[config.mk]
export PLATFORM = sky130hd
export DESIGN_NAME = wifi_tx_rate_adaptation
export DESIGN_NICKNAME = d
export VERILOG_FILES = /design/src/design/wtra_pkg.sv /design/src/design/wtra_decide.sv /design/src/design/wifi_tx_rate_adaptation.sv
export SDC_FILE = /design/constraint.sdc
export NUM_CORES = 1
export LEC_CHECK = 0
export ABC_AREA = 1
export CAP_MARGIN = 20
export CORE_MARGIN = 2
export CORE_UTILIZATION = 50
export DETAILED_ROUTE_END_ITERATION = 10
export DONT_BUFFER_PORTS = 1
export PLACE_DENSITY_LB_ADDON = 0.25
export SLEW_MARGIN = 20
export SYNTH_ARGS = -nofsm -noshare
export SYNTH_HDL_FRONTEND = slang
export SYNTH_SLANG_ARGS = --single-unit
[constraint.sdc]
create_clock -name clk -period 21.7 [get_ports clk]
set_clock_uncertainty 0.1 [all_clocks]
set_input_delay 4.34 -clock clk [delete_from_list [all_inputs] [get_ports clk]]
set_output_delay 4.34 -clock clk [all_outputs]
set_load 0.01 [all_outputs]
[src/design/wtra_pkg.sv]
// Types, codes and reset constants of the transmit rate adaptation block.
`default_nettype none

package wtra_pkg;

  // Command codes of an input item.
  localparam logic [1:0] CMD_COMPLETE = 2'd0;
  localparam logic [1:0] CMD_TICK     = 2'd1;
  localparam logic [1:0] CMD_RESTART  = 2'd2;

  // Configuration register indexes.
  localparam logic [1:0] REG_NUM_RATES       = 2'd0;
  localparam logic [1:0] REG_RAISE_PERCENT   = 2'd1;
  localparam logic [1:0] REG_RAISE_THRESHOLD = 2'd2;
  localparam logic [1:0] REG_START_RATE      = 2'd3;

  localparam int unsigned CFG_INDEX_W = 2;
  localparam int unsigned CFG_DATA_W  = 8;

  // Register reset values.
  localparam logic [4:0] RST_NUM_RATES       = 5'd8;
  localparam logic [6:0] RST_RAISE_PERCENT   = 7'd10;
  localparam logic [7:0] RST_RAISE_THRESHOLD = 8'd10;
  localparam logic [3:0] RST_START_RATE      = 4'd0;

  // Minimum delivered plus failed frames for a full evaluation.
  localparam int unsigned MIN_SAMPLES_DEFAULT = 10;

  // Retry limit is a percentage of deliveries.
  localparam logic [22:0] PERCENT_SCALE = 23'd100;

  typedef struct packed {
    logic [1:0] cmd;
    logic       tx_failed;
    logic [3:0] short_retries;
    logic [3:0] long_retries;
  } item_t;

  typedef struct packed {
    logic [3:0] rate_index;
    logic       rate_raised;
    logic       rate_dropped;
    logic [7:0] raise_credits;
  } result_t;

  typedef struct packed {
    logic [4:0] num_rates;
    logic [6:0] raise_percent;
    logic [7:0] raise_threshold;
    logic [3:0] start_rate;
  } cfg_t;

  typedef struct packed {
    logic [3:0]  current_rate;
    logic [15:0] good_count;
    logic [15:0] fail_count;
    logic [15:0] retry_total;
    logic [7:0]  credit_count;
  } link_state_t;

endpackage

`default_nettype wire

[src/design/wtra_decide.sv]
// Next-state and result logic for one item of the rate adaptation block.
`default_nettype none

module wtra_decide #(
  parameter int unsigned MIN_SAMPLES = wtra_pkg::MIN_SAMPLES_DEFAULT
) (
  input  wtra_pkg::link_state_t st,
  input  wtra_pkg::cfg_t        cfg,
  input  wtra_pkg::item_t       item,
  output wtra_pkg::link_state_t st_next,
  output wtra_pkg::result_t     res
);

  logic [3:0]  top_rate;
  logic [16:0] good_inc;
  logic [16:0] fail_inc;
  logic [16:0] retry_sum;
  logic [16:0] samples;
  logic        enough;
  logic [22:0] scaled_good;
  logic [22:0] retry_limit;
  logic        vote_down;
  logic        vote_up;
  logic [7:0]  credit_inc;
  logic [7:0]  credit_new;
  logic [3:0]  nrate;
  logic        raised;
  logic        dropped;

  // Highest usable index: a count of zero acts as one, above sixteen as sixteen.
  always_comb begin
    if (cfg.num_rates == 5'd0) begin
      top_rate = 4'd0;
    end else if (cfg.num_rates > 5'd16) begin
      top_rate = 4'd15;
    end else begin
      top_rate = 4'(cfg.num_rates - 5'd1);
    end
  end

  assign good_inc  = {1'b0, st.good_count} + 17'd1;
  assign fail_inc  = {1'b0, st.fail_count} + 17'd1;
  assign retry_sum = {1'b0, st.retry_total} + 17'(item.short_retries)
                   + 17'(item.long_retries);
  assign samples   = {1'b0, st.good_count} + {1'b0, st.fail_count};
  assign enough    = samples >= 17'(MIN_SAMPLES);

  // retry < floor(good * pct / 100) holds exactly when (retry + 1) * 100 <= good * pct.
  assign scaled_good = 23'(st.good_count) * 23'(cfg.raise_percent);
  assign retry_limit = (23'(st.retry_total) + 23'd1) * wtra_pkg::PERCENT_SCALE;

  assign vote_down = ((st.fail_count != 16'd0) && (st.good_count == 16'd0))
                   || (enough && (st.good_count < st.retry_total));
  assign vote_up   = enough && (st.fail_count == 16'd0) && (scaled_good >= retry_limit);

  assign credit_inc = (st.credit_count == 8'hFF) ? 8'hFF : st.credit_count + 8'd1;

  // Evaluation tick: an up vote overrides a down vote.
  always_comb begin
    nrate      = st.current_rate;
    credit_new = st.credit_count;
    priority if (vote_up) begin
      credit_new = credit_inc;
      if (credit_inc >= cfg.raise_threshold) begin
        credit_new = 8'd0;
        if (st.current_rate < top_rate) begin
          nrate = st.current_rate + 4'd1;
        end
      end
    end else if (vote_down) begin
      if (st.current_rate != 4'd0) begin
        nrate = st.current_rate - 4'd1;
      end
      credit_new = 8'd0;
    end else begin
      if (enough && (st.credit_count != 8'd0)) begin
        credit_new = st.credit_count - 8'd1;
      end
    end
  end

  always_comb begin
    st_next = st;
    raised  = 1'b0;
    dropped = 1'b0;
    unique case (item.cmd)
      wtra_pkg::CMD_COMPLETE: begin
        if (item.tx_failed) begin
          st_next.fail_count = fail_inc[16] ? 16'hFFFF : fail_inc[15:0];
        end else begin
          st_next.good_count = good_inc[16] ? 16'hFFFF : good_inc[15:0];
        end
        st_next.retry_total = retry_sum[16] ? 16'hFFFF : retry_sum[15:0];
      end
      wtra_pkg::CMD_TICK: begin
        st_next.credit_count = credit_new;
        if (nrate != st.current_rate) begin
          raised               = nrate > st.current_rate;
          dropped              = nrate < st.current_rate;
          st_next.current_rate = nrate;
          st_next.good_count   = 16'd0;
          st_next.fail_count   = 16'd0;
          st_next.retry_total  = 16'd0;
          st_next.credit_count = 8'd0;
        end else if (enough) begin
          st_next.good_count  = 16'd0;
          st_next.fail_count  = 16'd0;
          st_next.retry_total = 16'd0;
        end
      end
      wtra_pkg::CMD_RESTART: begin
        st_next.current_rate = (cfg.start_rate > top_rate) ? top_rate : cfg.start_rate;
        st_next.good_count   = 16'd0;
        st_next.fail_count   = 16'd0;
        st_next.retry_total  = 16'd0;
        st_next.credit_count = 8'd0;
      end
      default: begin
        // Unused command leaves the state alone.
      end
    endcase
  end

  assign res.rate_index    = st_next.current_rate;
  assign res.rate_raised   = raised;
  assign res.rate_dropped  = dropped;
  assign res.raise_credits = st_next.credit_count;

endmodule

`default_nettype wire

[src/design/wifi_tx_rate_adaptation.sv]
// Top level of the single-link transmit rate adaptation block.
//
//   Channel   Direction  Handshake                    Payload
//   item      in         item_valid / item_stall      wtra_pkg::item_t
//   result    out        result_valid / result_stall  wtra_pkg::result_t
//   cfg       in         cfg_we (no wait)             cfg_index, cfg_data
//
// One item is accepted per cycle while item_stall is low. It waits in the input register
// while the decision logic works on it, and its result is then loaded into the result
// register, from which the result is offered.
// Reset (synchronous, rst high) empties both registers, clears the counters and
// credits and loads the register reset values, so the rate index is 0.
// A stalled result holds its register and, with the input register full, item_stall rises.
`default_nettype none

module wifi_tx_rate_adaptation #(
  parameter int unsigned MIN_SAMPLES = wtra_pkg::MIN_SAMPLES_DEFAULT
) (
  input  logic                                clk,
  input  logic                                rst,
  input  logic                                item_valid,
  output logic                                item_stall,
  input  wtra_pkg::item_t                     item,
  output logic                                result_valid,
  input  logic                                result_stall,
  output wtra_pkg::result_t                   result,
  input  logic                                cfg_we,
  input  logic [wtra_pkg::CFG_INDEX_W-1:0]    cfg_index,
  input  logic [wtra_pkg::CFG_DATA_W-1:0]     cfg_data
);

  // Configuration registers.
  wtra_pkg::cfg_t        cfg;

  // Link state: current index, saturating counters and raise credits.
  wtra_pkg::link_state_t st;
  wtra_pkg::link_state_t st_next;

  // Input register.
  logic                  hold_valid;
  wtra_pkg::item_t       hold_item;

  wtra_pkg::result_t     res_next;
  logic                  out_free;
  logic                  advance;

  // The result register can load when it is empty or its transfer happens now.
  assign out_free   = !result_valid || !result_stall;
  assign advance    = hold_valid && out_free;
  assign item_stall = hold_valid && !out_free;

  always_ff @(posedge clk) begin
    if (rst) begin
      cfg.num_rates       <= wtra_pkg::RST_NUM_RATES;
      cfg.raise_percent   <= wtra_pkg::RST_RAISE_PERCENT;
      cfg.raise_threshold <= wtra_pkg::RST_RAISE_THRESHOLD;
      cfg.start_rate      <= wtra_pkg::RST_START_RATE;
    end else if (cfg_we) begin
      unique case (cfg_index)
        wtra_pkg::REG_NUM_RATES:       cfg.num_rates       <= cfg_data[4:0];
        wtra_pkg::REG_RAISE_PERCENT:   cfg.raise_percent   <= cfg_data[6:0];
        wtra_pkg::REG_RAISE_THRESHOLD: cfg.raise_threshold <= cfg_data[7:0];
        wtra_pkg::REG_START_RATE:      cfg.start_rate      <= cfg_data[3:0];
        default: begin
        end
      endcase
    end
  end

  // The input register takes a new item whenever it is empty or moving on.
  always_ff @(posedge clk) begin
    if (rst) begin
      hold_valid <= 1'b0;
    end else if (!item_stall) begin
      hold_valid <= item_valid;
    end
  end

  always_ff @(posedge clk) begin
    if (item_valid && !item_stall) begin
      hold_item <= item;
    end
  end

  wtra_decide #(
    .MIN_SAMPLES(MIN_SAMPLES)
  ) u_decide (
    .st      (st),
    .cfg     (cfg),
    .item    (hold_item),
    .st_next (st_next),
    .res     (res_next)
  );

  // The state moves on exactly when an item passes into the result register,
  // so the next item in the input register always sees the updated state.
  always_ff @(posedge clk) begin
    if (rst) begin
      st.current_rate <= wtra_pkg::RST_START_RATE;
      st.good_count   <= 16'd0;
      st.fail_count   <= 16'd0;
      st.retry_total  <= 16'd0;
      st.credit_count <= 8'd0;
    end else if (advance) begin
      st <= st_next;
    end
  end

  always_ff @(posedge clk) begin
    if (rst) begin
      result_valid <= 1'b0;
    end else if (out_free) begin
      result_valid <= hold_valid;
    end
  end

  always_ff @(posedge clk) begin
    if (advance) begin
      result <= res_next;
    end
  end

endmodule

`default_nettype wire

Word level (Yosys, flattened, before mapping)
Index checks and enable logic that the tools add are counted.
Cells by class
  magnitude comparators: 9
  eq/ne operators: 10
  add/subtract/negate cells: 11
  mux-type cells: 25
  reductions and logical operators: 31
  multiply operators: 2
Operators by type and width (count)
  48-bit case mux with 3 select lines: 1
  48-bit 2-to-1 mux: 2
  16-bit 2-to-1 mux: 5
  16-bit by 1-bit adder with 17-bit output, second input constant: 3
  8-bit 2-to-1 mux: 6
  4-bit 2-to-1 mux: 9
  16-bit zero test: 2
  23-bit >= comparator: 1
  16-bit by 7-bit multiplier with 23-bit output: 1
  23-bit by 5-bit multiplier with 21-bit output, second input constant: 1
  16-bit by 16-bit adder with 17-bit output: 1
  16-bit by 4-bit adder with 17-bit output: 1
  17-bit by 4-bit adder with 17-bit output: 1
  17-bit by 4-bit >= comparator with 1-bit output, second input constant: 1
  16-bit less-than comparator: 1
  8-bit case mux with 2 select lines: 1
  16-bit nonzero test: 1
  2-bit AND reduction: 5
  8-bit by 1-bit adder with 8-bit output, second input constant: 1
  8-bit equality test, second input constant: 1
  8-bit >= comparator: 1
  4-bit > comparator: 2
  1-bit logical AND: 8
  4-bit less-than comparator: 2
  other kinds (19): 30
Word-level totals
  output and inout bits: 16
  bits in registers: 111

Logic depth before layout (Yosys ltp)
  word-level depth: 10
  depth in mapped cells: 49
  depth with buffers taken out: 49

Modules after synthesis
A second synthesis with hierarchy kept.
Unflattened totals
  cells, all modules: 2277
  area total of the unflattened synthesis: 15382.3 um^2
Modules (own cells, without submodules)
  wtra_decide: cells an instance 1754, sequential area each 0.0 um^2, times used 1, area an instance 10958.0 um^2
  wifi_tx_rate_adaptation: cells an instance 523, sequential area each 2472.4 um^2, times used 1, area an instance 4424.2 um^2

Least setup slack after synthesis
OpenSTA, ideal clock, no wires.
  path kind: input to output
  start: in result_stall
  end: out item_stall
  data required time: 17260 ps
  cell stages on the path: 2
  path slack: 12658 ps
  arrival: 4602 ps
  buffers on the path: 0
  cells stage by stage: nand2_1 -> nor2_1
On the way
  cells in the longest elaborated chain, start to end: 4
Ends and longest elaborated chain
  from (decl): RTL line wifi_tx_rate_adaptation.sv:25  | input logic result_stall,
  1-bit zero test: RTL line wifi_tx_rate_adaptation.sv:48  | assign out_free = !result_valid || !result_stall;
  1-bit logical OR: RTL line wifi_tx_rate_adaptation.sv:48
  1-bit zero test: RTL line wifi_tx_rate_adaptation.sv:50  | assign item_stall = hold_valid && !out_free;
  1-bit logical AND: RTL line wifi_tx_rate_adaptation.sv:50
  to (decl): RTL line wifi_tx_rate_adaptation.sv:22  | output logic item_stall,
Every way passes these cells.

Final worst setup path
  start: reg cfg[18] (netlist name)
  end: reg st[39] (netlist name)
On the way
  cells in the longest elaborated chain, start to end: 7
Ends and longest elaborated chain
  16-bit by 7-bit multiplier with 23-bit output (*): RTL line wtra_decide.sv:49  | assign scaled_good = 23'(st.good_count) * 23'(cfg.raise_percent);
  23-bit >= comparator (*): RTL line wtra_decide.sv:54  | assign vote_up = enough && (st.fail_count == 16'd0) && (scaled_good >= retry_limit);
  1-bit logical AND (*): RTL line wtra_decide.sv:54
  4-bit 2-to-1 mux (*): RTL line wtra_decide.sv:62  | priority if (vote_up) begin
  4-bit != test (*): RTL line wtra_decide.sv:97  | if (nrate != st.current_rate) begin
  3-bit by 1-bit != test with 1-bit output (no source line) or 48-bit 2-to-1 mux (tied branches)
  4-bit AND reduction (no source line) or 48-bit case mux with 3 select lines (tied branches)
Every way passes the cells marked *; elsewhere a longest branch is shown, timed or not.
A chain may end at the register's enable or synchronous reset.

==> metrics.txt <==
# TYPE chip_impl_metric gauge
chip_impl_info{name="status",value="finished clean"} 1
chip_impl_metric{name="chipWidth",unit="microns"} 173
chip_impl_metric{name="final_hpwl_dp",unit="microns"} 27300
chip_impl_metric{name="synth-seq-area-share",unit="%"} 17.3
chip_impl_metric{name="layout-area-overhead-vs-synth",unit="%"} 3.83
chip_impl_metric{name="max_freq",unit="GHz"} 0.107
chip_impl_metric{name="drv.max_cap_violation_count",unit=""} 0
chip_impl_metric{name="power.leakage",unit="nW"} 8.00
chip_impl_metric{name="num_vias",unit=""} 12700
chip_impl_metric{name="grt_start_max_net_pins",unit=""} 60
chip_impl_info{name="yosys.cell_count.top_type",value="nand2_1"} 1
chip_impl_metric{name="distinct_cell_type_count_after_synthesis",unit=""} 50
chip_impl_metric{name="core_area",unit="sq um"} 27900
chip_impl_metric{name="antenna_violating_nets_left",unit=""} 0
chip_impl_metric{name="tns_setup",unit="ns"} 0
chip_impl_metric{name="gate_count_after_technology_mapping",unit=""} 2040
chip_impl_info{name="grt_setup_unrepaired",value="false"} 1
chip_impl_metric{name="number_of_enable_type_register_cells_in_the_synthesized_netlist",unit=""} 25
chip_impl_metric{name="number_of_antenna_violations_at_the_first_check_in_global_routing",unit=""} 0
chip_impl_metric{name="grt.overflow.total",unit=""} 0
chip_impl_metric{name="finalWeightedCongestion",unit=""} 0.902
chip_impl_metric{name="post_synth_instance_area",unit="sq um"} 14300
chip_impl_info{name="main_combinational_cell_family_by_area_after_synthesis",value="adder cells"} 1
chip_impl_metric{name="worstMarginPinSlew",unit="ns"} 0.896
chip_impl_metric{name="max-vdd-ir-drop",unit="mV"} 0.0392
chip_impl_info{name="synth-main-ff-cell",value="dfxtp_1"} 1
chip_impl_metric{name="num_rows",unit=""} 61
chip_impl_info{name="kind_of_end_point_of_the_critical_path",value="flop"} 1
chip_impl_metric{name="power_density",unit="nW/um^2"} 48.4
chip_impl_metric{name="final_design_area_no_fill",unit="sq um"} 14800
chip_impl_metric{name="antenna_cells",unit=""} 0
chip_impl_metric{name="timing.final.max_slew_violations",unit=""} 0
chip_impl_metric{name="max_stage_delay",unit="ns"} 0.69
chip_impl_metric{name="yosysWarnings",unit=""} 0
chip_impl_metric{name="async_reset_ff_share",unit="%"} 0
chip_impl_metric{name="num-nets-final",unit=""} 2295
chip_impl_metric{name="grt_pass1_vias",unit=""} 12100
chip_impl_metric{name="detail_route.first_pass.iterations",unit=""} 5
chip_impl_metric{name="cts_hold_buf",unit=""} 0
chip_impl_info{name="cts.root.buffer_cell",value="clkbuf_16"} 1
chip_impl_metric{name="drc_errors",unit=""} 0
chip_impl_metric{name="cts_htree_levels",unit=""} 3
chip_impl_metric{name="grtUsageTotal",unit="%"} 23.6
chip_impl_metric{name="share_of_yosys_cell_area_claimed_by_the_top_area_cell_type",unit="%"} 16.1
chip_impl_metric{name="synth_area_per_cell",unit="sq um"} 6.99
chip_impl_metric{name="setup-violations-final",unit=""} 0
chip_impl_metric{name="finalWorstPathRequiredPeriod",unit="ns"} 9.39
chip_impl_metric{name="cp_data_arrival_time",unit="ns"} 9.56
chip_impl_metric{name="slew-limit-headroom",unit="%"} 40.2
chip_impl_info{name="cts_tree",value="done"} 1
chip_impl_metric{name="post_synth_simple_gate_area",unit="%"} 22.9
chip_impl_metric{name="compound_gate_portion_of_the_synthesized_area",unit="%"} 13.5
chip_impl_metric{name="route.detailed.wl_per_inst",unit="microns"} 14.6
chip_impl_metric{name="io-pin-count",unit=""} 42
chip_impl_metric{name="timing.critical_path.required",unit="ns"} 21.87
chip_impl_info{name="worstHoldPathType",value="flop to flop"} 1
chip_impl_metric{name="total_power_of_the_final_layout",unit="mW"} 0.717
chip_impl_metric{name="initial_utilization",unit="%"} 51.0
chip_impl_metric{name="port_buffers",unit=""} 0
chip_impl_metric{name="final_layout_size_suffix_gt1_share",unit="%"} 3.69
chip_impl_metric{name="cts_made_buffers",unit=""} 9
chip_impl_metric{name="fin_ws",unit="ns"} 12.31
chip_impl_metric{name="hold_viol_final",unit=""} 0
chip_impl_metric{name="placement.cell_area",unit="sq um"} 14500
chip_impl_info{name="post_synth_main_area_contributors",value="ha_1, fa_1, dfxtp_1, nand2_1, inv_1"} 1
chip_impl_metric{name="critical_path.max_fanout",unit=""} 26
chip_impl_metric{name="post_synth_fa_ha_maj_area_fraction",unit="%"} 28.3
chip_impl_metric{name="dieHeight",unit="microns"} 173
chip_impl_metric{name="clk_transition_reported_paths",unit="ns"} 0.08
chip_impl_info{name="cell_repeated_most_along_the_worst_path",value="nand2_1"} 1
chip_impl_metric{name="die-area",unit="sq um"} 29900
chip_impl_info{name="synth_area_leader",value="ha_1"} 1
chip_impl_info{name="cp-start-kind",value="flop"} 1
chip_impl_metric{name="synth-seq-cells",unit=""} 111
chip_impl_metric{name="cts.sinks",unit=""} 111
chip_impl_metric{name="grt_pass1_wl",unit="microns"} 58800
chip_impl_metric{name="place_worst_setup_slack",unit="ns"} 12.40
chip_impl_metric{name="drt_first_iter_violations",unit=""} 803
chip_impl_metric{name="clockBufferDepth",unit=""} 2
chip_impl_metric{name="synth.mux.area_fraction",unit="%"} 0
chip_impl_info{name="crit_path_top_delay_cell",value="dfxtp_1"} 1
chip_impl_metric{name="detail_route.vias_per_cell",unit=""} 5.34
chip_impl_metric{name="cts_resized",unit=""} 0
chip_impl_metric{name="totalWireLength",unit="microns"} 34700
chip_impl_metric{name="xor_xnor_share_of_the_synthesized_area",unit="%"} 4.91
chip_impl_info{name="synth_commonest_cells",value="nand2_1, inv_1, ha_1, a21oi_1, nor2_1"} 1
chip_impl_metric{name="synth_fp_nets",unit=""} 2336
chip_impl_metric{name="clock_latency",unit="ns"} 0.37
chip_impl_info{name="worstSetupPathType",value="flop to flop"} 1
chip_impl_metric{name="min_period_over_period",unit="%"} 43.3
chip_impl_metric{name="post_cts_buffers",unit=""} 0
-- worst max-delay path: cells and delay by family, from the launching register on --
kind,cells,cell delay [ns]
AND/OR/NAND/NOR,20,3.26
adder cells (fa/ha/maj),7,3.06
AO/OA/AOI/OAI,7,1.27
buffers and inverters,7,0.74
flip-flops,1,0.69
XOR/XNOR,1,0.15
-- worst paths after layout --
| path | start | to | slack, ns | cells after the start |
|---|---|---|---|---|
| hold / removal | cfg[11] | cfg[11] | 0.37 | 2 |
| setup / recovery | cfg[18] | st[39] | 12.31 | 42 |
| hold reg to reg | cfg[11] | cfg[11] | 0.37 | 2 |
| setup reg to reg | cfg[18] | st[39] | 12.31 | 42 |
-- per-layer routing --
metal | part of all wire, % | GRT usage [%]
met3 | 6.1 | 3.87
met4 | 1.3 | 5.33
met2 | 45 | 37.7
met1 | 48 | 33.5
met5 | 0 | 0
-- report_power, final --
part	switching, mW	total [mW]	internal [mW]
combinational	0.187	0.299	0.112
sequential	0.0234	0.248	0.225
clock	0.0875	0.169	0.0819
-- cell families after synthesis --
family                   after synthesis
buffers and inverters                476
flip-flops                           111
AND/OR/NAND/NOR                      758
AO/OA/AOI/OAI                        345
XOR/XNOR                              80
adder cells (fa/ha/maj)              270
-- final cells by class --
type | count | area (sq um)
Fill cell | 2770 | 13100
Tap cell | 378 | 473
Clock inverter | 7 | 72.6
Timing Repair Buffer | 6 | 65.1
Multi-Input combinational cell | 1453 | 9920
Inverter | 418 | 1570
Clock buffer | 9 | 225
Sequential cell | 111 | 2470
-- flip-flops by register name (all words and copies together), names as in the netlist --
register      flops
cfg              24
hold_item        11
hold_valid        1
result           14
result_valid      1
st               60
-- layout by cell type, fill, tap and decap left out, types with 17 or more instances in the layout --
master / Yosys / layout
xor2_1: 63 / 63
ha_1: 183 / 183
nand2_1: 449 / 449
o21ai_1: 22 / 22
dfxtp_1: 86 / 86
nand4_1: 27 / 27
fa_1: 87 / 87
o21ai_0: 91 / 91
a21oi_1: 163 / 163
nor3_1: 25 / 25
inv_1: 408 / 408
nand3_1: 98 / 98
a21oi_2: 19 / 19
edfxtp_1: 25 / 25
nor2_1: 109 / 108
xnor2_1: 17 / 17
-- through the flow --
step / hold WS (ns) / instances / util, %
final: 0.371 / 2382 / 53.0
after global routing: 0.395 / 2382 / 53.0
after CTS: 0.375 / 2381 / 52.9
after detailed placement: 0.363 / 2365 / 51.8
after global placement: 0.355 / 2365 / 51.8
after floorplan: 0.335 / 2040 / -
Power figures use the tool's default switching activity.
